--- config.mk ---
export PLATFORM = sky130hd
export DESIGN_NAME = lvnt_ctrl
export DESIGN_NICKNAME = d
export VERILOG_FILES = /design/src/sv/assert_macros.svh /design/src/sv/lvnt_pkg.sv /design/src/sv/lvnt_ctrl.sv
export SDC_FILE = /design/constraint.sdc
export NUM_CORES = 1
export LEC_CHECK = 0
export BUFFER_PORTS_ARGS = -buffer_cell sky130_fd_sc_hd__buf_2
export CAP_MARGIN = 20
export CORE_AREA = 2 2 39 41
export DETAILED_ROUTE_END_ITERATION = 16
export DIE_AREA = 0 0 41 43
export HOLD_SLACK_MARGIN = 0.15
export PLACE_DENSITY = 0.75
export RECOVER_POWER = 100
export SLEW_MARGIN = 10
export SYNTH_ARGS = -nofsm -noshare
export SYNTH_HDL_FRONTEND = slang
export SYNTH_SLANG_ARGS = --single-unit
--- constraint.sdc ---
create_clock -name clk -period 4.19 [get_ports clk]
set_input_delay 0.838 -clock clk [delete_from_list [all_inputs] [get_ports clk]]
set_output_delay 0.838 -clock clk [all_outputs]
set_load 0.03 [all_outputs]
--- src/sv/assert_macros.svh ---
// Assertion macros shared by the RTL files of the value noise unit
`ifndef ASSERT_MACROS_SVH
`define ASSERT_MACROS_SVH

`ifndef SYNTHESIS

// property holds on every clock edge out of reset
`define LVNT_ASSERT_ALWAYS(lbl, clk_i, rstn_i, prop) \
  lbl: assert property (@(posedge clk_i) disable iff (!rstn_i) (prop)) \
    else $error("assertion failed");

// consequent holds in the same cycle as the antecedent
`define LVNT_ASSERT_IMPLIES(lbl, clk_i, rstn_i, ante, cons) \
  lbl: assert property (@(posedge clk_i) disable iff (!rstn_i) (ante) |-> (cons)) \
    else $error("assertion failed");

// consequent holds in the cycle after the antecedent
`define LVNT_ASSERT_NEXT(lbl, clk_i, rstn_i, ante, cons) \
  lbl: assert property (@(posedge clk_i) disable iff (!rstn_i) (ante) |=> (cons)) \
    else $error("assertion failed");

`else

`define LVNT_ASSERT_ALWAYS(lbl, clk_i, rstn_i, prop)
`define LVNT_ASSERT_IMPLIES(lbl, clk_i, rstn_i, ante, cons)
`define LVNT_ASSERT_NEXT(lbl, clk_i, rstn_i, ante, cons)

`endif

`endif

--- src/sv/lvnt_pkg.sv ---
// Types and constants shared by the value noise controller, datapath and top level
`default_nettype none

package lvnt_pkg;

  // fixed field widths of the stream payload
  localparam int IDX_FIELD_W   = 8;
  localparam int PERM_W        = 8;
  localparam int LATTICE_W     = 16;
  localparam int COORD_W       = 32;
  localparam int NOISE_W       = 16;
  localparam int IN_TDATA_W    = 128;
  localparam int IN_TUSER_W    = 2;
  localparam int OUT_TDATA_W   = 16;

  // selector carried in tuser of the input stream
  typedef enum logic [1:0] {
    ACT_LOAD_PERM  = 2'd0,
    ACT_LOAD_VALUE = 2'd1,
    ACT_SAMPLE     = 2'd2
  } action_t;

  // the seven interpolations: four along x, two along y, one along z
  typedef enum logic [2:0] {
    LERP_X0 = 3'd0,
    LERP_X1 = 3'd1,
    LERP_X2 = 3'd2,
    LERP_X3 = 3'd3,
    LERP_Y0 = 3'd4,
    LERP_Y1 = 3'd5,
    LERP_Z0 = 3'd6
  } lerp_op_t;

  // commands from the controller to the datapath
  typedef struct packed {
    logic     write_perm;
    logic     write_val;
    logic     capture;
    logic     fetch_valid;
    logic [2:0] fetch_corner;
    logic     lerp_valid;
    lerp_op_t lerp_op;
    logic     load_out;
  } lvnt_cmd_t;

  // status from the datapath to the controller
  typedef struct packed {
    logic index_ok;
    logic fetch_busy;
  } lvnt_status_t;

endpackage

`default_nettype wire

--- src/sv/lvnt_ctrl.sv ---
// Controller: sequences table loads, corner fetches, interpolations and the output register
`default_nettype none

module lvnt_ctrl (
  input  wire logic                              clk,
  input  wire logic                              rst_n,
  input  wire logic                              in_tvalid,
  output logic                                   in_tready,
  input  wire logic [lvnt_pkg::IN_TUSER_W-1:0]   in_tuser,
  output logic                                   out_tvalid,
  input  wire logic                              out_tready,
  input  wire lvnt_pkg::lvnt_status_t            status,
  output lvnt_pkg::lvnt_cmd_t                    cmd
);
  import lvnt_pkg::*;

  typedef enum logic [1:0] {
    ST_IDLE,
    ST_FETCH,
    ST_LERP,
    ST_FINISH
  } state_t;

  // eight corners issued; the state is held until the last one has passed the fetch pipeline into its corner register
  localparam logic [3:0] FETCH_ISSUE = 4'd8;
  localparam logic [3:0] FETCH_LAST  = 4'd10;
  // z interpolation issued at step 7, written back at step 8
  localparam logic [3:0] LERP_LAST   = 4'd8;

  state_t     state_r, state_nxt;
  logic [3:0] step_r, step_nxt;
  logic       out_tvalid_r, out_tvalid_nxt;
  logic       accept;
  action_t    action;

  assign in_tready  = (state_r == ST_IDLE);
  assign out_tvalid = out_tvalid_r;
  assign accept     = in_tvalid && in_tready;
  assign action     = action_t'(in_tuser);

  // command decode and next state
  always_comb begin
    cmd            = '0;
    cmd.lerp_op    = LERP_X0;
    state_nxt      = state_r;
    step_nxt       = step_r;
    out_tvalid_nxt = out_tvalid_r;
    if (out_tready) begin
      out_tvalid_nxt = 1'b0;
    end
    case (state_r)
      ST_IDLE: begin
        if (accept) begin
          case (action)
            ACT_LOAD_PERM:  cmd.write_perm = status.index_ok;
            ACT_LOAD_VALUE: cmd.write_val  = status.index_ok;
            ACT_SAMPLE: begin
              cmd.capture = 1'b1;
              state_nxt   = ST_FETCH;
              step_nxt    = '0;
            end
            default: ;
          endcase
        end
      end
      ST_FETCH: begin
        cmd.fetch_valid  = (step_r < FETCH_ISSUE);
        cmd.fetch_corner = step_r[2:0];
        step_nxt         = step_r + 4'd1;
        if (step_r == FETCH_LAST) begin
          state_nxt = ST_LERP;
          step_nxt  = '0;
        end
      end
      ST_LERP: begin
        cmd.lerp_valid = 1'b1;
        case (step_r)
          4'd0: cmd.lerp_op = LERP_X0;
          4'd1: cmd.lerp_op = LERP_X1;
          4'd2: cmd.lerp_op = LERP_X2;
          4'd3: cmd.lerp_op = LERP_X3;
          4'd4: cmd.lerp_op = LERP_Y0;
          4'd5: cmd.lerp_op = LERP_Y1;
          4'd7: cmd.lerp_op = LERP_Z0;
          default: cmd.lerp_valid = 1'b0;
        endcase
        step_nxt = step_r + 4'd1;
        if (step_r == LERP_LAST) begin
          state_nxt = ST_FINISH;
          step_nxt  = '0;
        end
      end
      ST_FINISH: begin
        // wait until the output register is free or being emptied
        if (!out_tvalid_r || out_tready) begin
          cmd.load_out   = 1'b1;
          out_tvalid_nxt = 1'b1;
          state_nxt      = ST_IDLE;
        end
      end
      default: state_nxt = ST_IDLE;
    endcase
  end

  // state and registered outputs
  always_ff @(posedge clk) begin
    if (!rst_n) begin
      state_r      <= ST_IDLE;
      step_r       <= '0;
      out_tvalid_r <= 1'b0;
    end else begin
      state_r      <= state_nxt;
      step_r       <= step_nxt;
      out_tvalid_r <= out_tvalid_nxt;
    end
  end

endmodule

`default_nettype wire

==> reports/summary.md <==
## Min path
• state_r[1]$_SDFFE_PN0P_ — beginning of the worst hold path
• reg -> reg — Worst Hold Class

## CTS
• 2 — number of buffers on the longest clock path
• clkbuf_4 — cell at the root of the clock tree
• 0.26 ns — latest clock arrival within the worst-skew pair
• 0 — Setup Fix Bufs, Post-CTS
• 1 — number of H-tree levels
• 0.05 ns — clock-pin slew on the worst setup and hold paths
• built — CTS tree
• 3 — number of clock buffers inserted by TritonCTS
• 7 — clk sink count
• 0 — CTS Hold Buffers Added
• 0 — total of cells resized after clock tree synthesis

## Layout
• 9.90% — share of cells above drive strength 1
• 119 — Final Net Count
• 117 — count of non-filler cells in the finished layout
• 52.0% — final core area utilization
• 16.2% — layout overhead on the synthesized area
• 0 — Antenna Cells

## Setup path
• state_r[0]$_SDFFE_PN0P_ — beginning of the worst register-to-register path
• 0.35 ns — largest stage delay on the critical path
• dfxtp_1 — Max stage delay cell, worst path
• 7 — biggest fanout along the worst timing path
• 1.67 ns — crit path DAT
• state_r[0]$_SDFFE_PN0P_ — launch point of the worst path
• output port — CP Capture Type
• 3.35 ns — Worst EP required
• flip-flop — critical path launch point type
• reg -> out — class of the most critical setup path
• inv_1 -> ha_1 -> nand2_1 -> nor4b_1 -> clkbuf_1 — worst-path cell chain

## Yosys
• 0 — number of warning messages in the yosys log
• 11 x nor2_1, 9 x ha_1, 7 x dfxtp_1, 7 x inv_1, 7 x nand3_1 — most instantiated cells after synthesis
• 28 — number of distinct library cells after synthesis
• 7 — Yosys reg bits
• 619 um2 — total standard cell area after synthesis
• dfxtp_1 23%, ha_1 18%, nor2_1 6.7%, nand3_1 5.7%, inv_1 4.2% — Synth area leaders
• nor2_1 — most numerous cell in the Yosys netlist
• 95 — Mapped Nets
• 0% — share of synthesized flip-flops with an asynchronous set or reset
• 22.6% — proportion of netlist area held by the largest area contributor
• dfxtp_1 — cell taking the most area after synthesis
• 7.94 um2 — average size of a mapped cell
• 22.6% — sequential share of the synthesized area
• dfxtp_1 — most frequently used flop master after synthesis
• 78 — synthesized instance count
• 0 — number of enable-type register cells in the synthesized netlist

## Detailed routing
• 5.49 — Avg Vias per Cell
• 5 — Pre-antenna DRT Iters
• 642 — number of vias after detailed routing
• 14 — violation count after the first detailed-routing iteration
• 0 — residual DRC count
• 1360 um — Routed Wire Length
• 11.6 um — Routed wire per std cell
• 0 — number of nets with antenna violations after routing

## Placement
• 113 — placed cell count
• 0.769 — routability cong.
• 20 — count of buffers inserted at the top-level ports
• 1090 um — estimated wirelength of the detail-placed design

## Global routing
• 520 — via count of the first global-routing pass
• 17.5% — all-layer global routing usage
• 0 — initial antenna violation count
• 10 — pin count of the biggest net entering global routing
• 2150 um — global-route wire length before repair
• 0 — overflow left after global routing

## STA
• 2.51 ns — shortest period the worst path allows
• no — unrepaired setup endpoints after global routing
• 0 — Hold Vio Cnt, Final
• 0.0121 ns — worst clock skew
• 0.484 ns — pin slew with the least headroom to its limit
• 59.8% — share of the clock period used by the worst path after layout
• 0 — count of endpoints failing setup in the final report
• 67.8% — slew margin rel.
• 399 MHz — Fmax
• 0 — max-slew violation total from the final report
• 0 ns — Total Neg Setup Slack

## Die
• 44.8% — initial cell density of the core
• 43 um — vertical die dimension
• 14 — standard-cell row count
• 22 — number of top-level design ports
• 41 um — horizontal die dimension
• 1380 um2 — Core ar.
• 1760 um2 — Die Area

## Run
• 0 — number of max-capacitance violations reported

## Run status
• completed — outcome

## Power
• 392 nW/um2 — PwrDens
• 226 uV — Max VDD drop
• 0.283 nW — Pleak

## through the flow
stage                     cell area (um2)  power [mW]  hold WS, ns  setup slack, ns
after floorplan                       619       0.206        0.483             1.33
after global placement                736       0.236        0.507             1.89
after detailed placement              736       0.239        0.514             1.87
after CTS                             762       0.302        0.521             1.78
after global routing                  719       0.301        0.544             1.50
final                                 719       0.282        0.516             1.68
## path summary, 6_finish.rpt
path	slack (ns)	end	depth (start not counted)
worst max-delay path	1.68	cmd[11]	5
worst min-delay path	0.52	state_r[1]$_SDFFE_PN0P_	2
worst max register to register	2.34	state_r[1]$_SDFFE_PN0P_	6
worst min register to register	0.52	state_r[1]$_SDFFE_PN0P_	2
## state kept, by name, summed over array words and instances, names as in the netlist
| signal | cells |
|---|---|
| out_tvalid | 1 |
| state_r | 2 |
| step_r | 4 |
## cell usage in the layout (no fill, tap or decap), drive strengths merged, types with 3 or more instances in the layout
cell,count
inv,8
nor2,11
ha,9
dfxtp,7
nand4,3
nand2,5
clkbuf,19
nand3,7
a21oi,5
buf,5
## critical path, delay by kind of cell, from the launching register on
kind	cells	cell delay (ns)
buf+inv	2	0.43
simple gates	2	0.36
flops	1	0.35
fa+ha+maj	1	0.28
## cells by family (layout without fill, tap and decap cells)
| group | Yosys count | count (layout) | synth area share (%) |
|---|---|---|---|
| simple gates | 37 | 37 | 30.9 |
| compound gates | 15 | 15 | 21.2 |
| fa+ha+maj | 9 | 9 | 18.2 |
| buf+inv | 9 | 32 | 5.45 |
| flops | 7 | 7 | 22.6 |
| mux | 1 | 1 | 1.62 |
## layer usage
metal | part of all wire, % | GRT usage, % | wire length [um]
met4 | 0.59 | 2.00 | 8
met5 | 0 | 0 | 0
met2 | 49 | 29.1 | 664
met1 | 43 | 20.4 | 582
met3 | 7.4 | 7.85 | 101
## cell type report
| type | count | area (um2) |
|---|---|---|
| Multi-Input combinational cell | 62 | 422 |
| Inverter | 8 | 30.0 |
| Tap cell | 16 | 20.0 |
| Fill cell | 149 | 664 |
| Sequential cell | 7 | 140 |
| Clock buffer | 4 | 26.3 |
| Timing Repair Buffer | 20 | 81.3 |
## report_power, final
part | switching (mW) | internal, mW
clock | 0.0275 | 0.0365
combinational | 0.0946 | 0.0433
sequential | 0.00774 | 0.0727
Power figures use the tool's default switching activity.
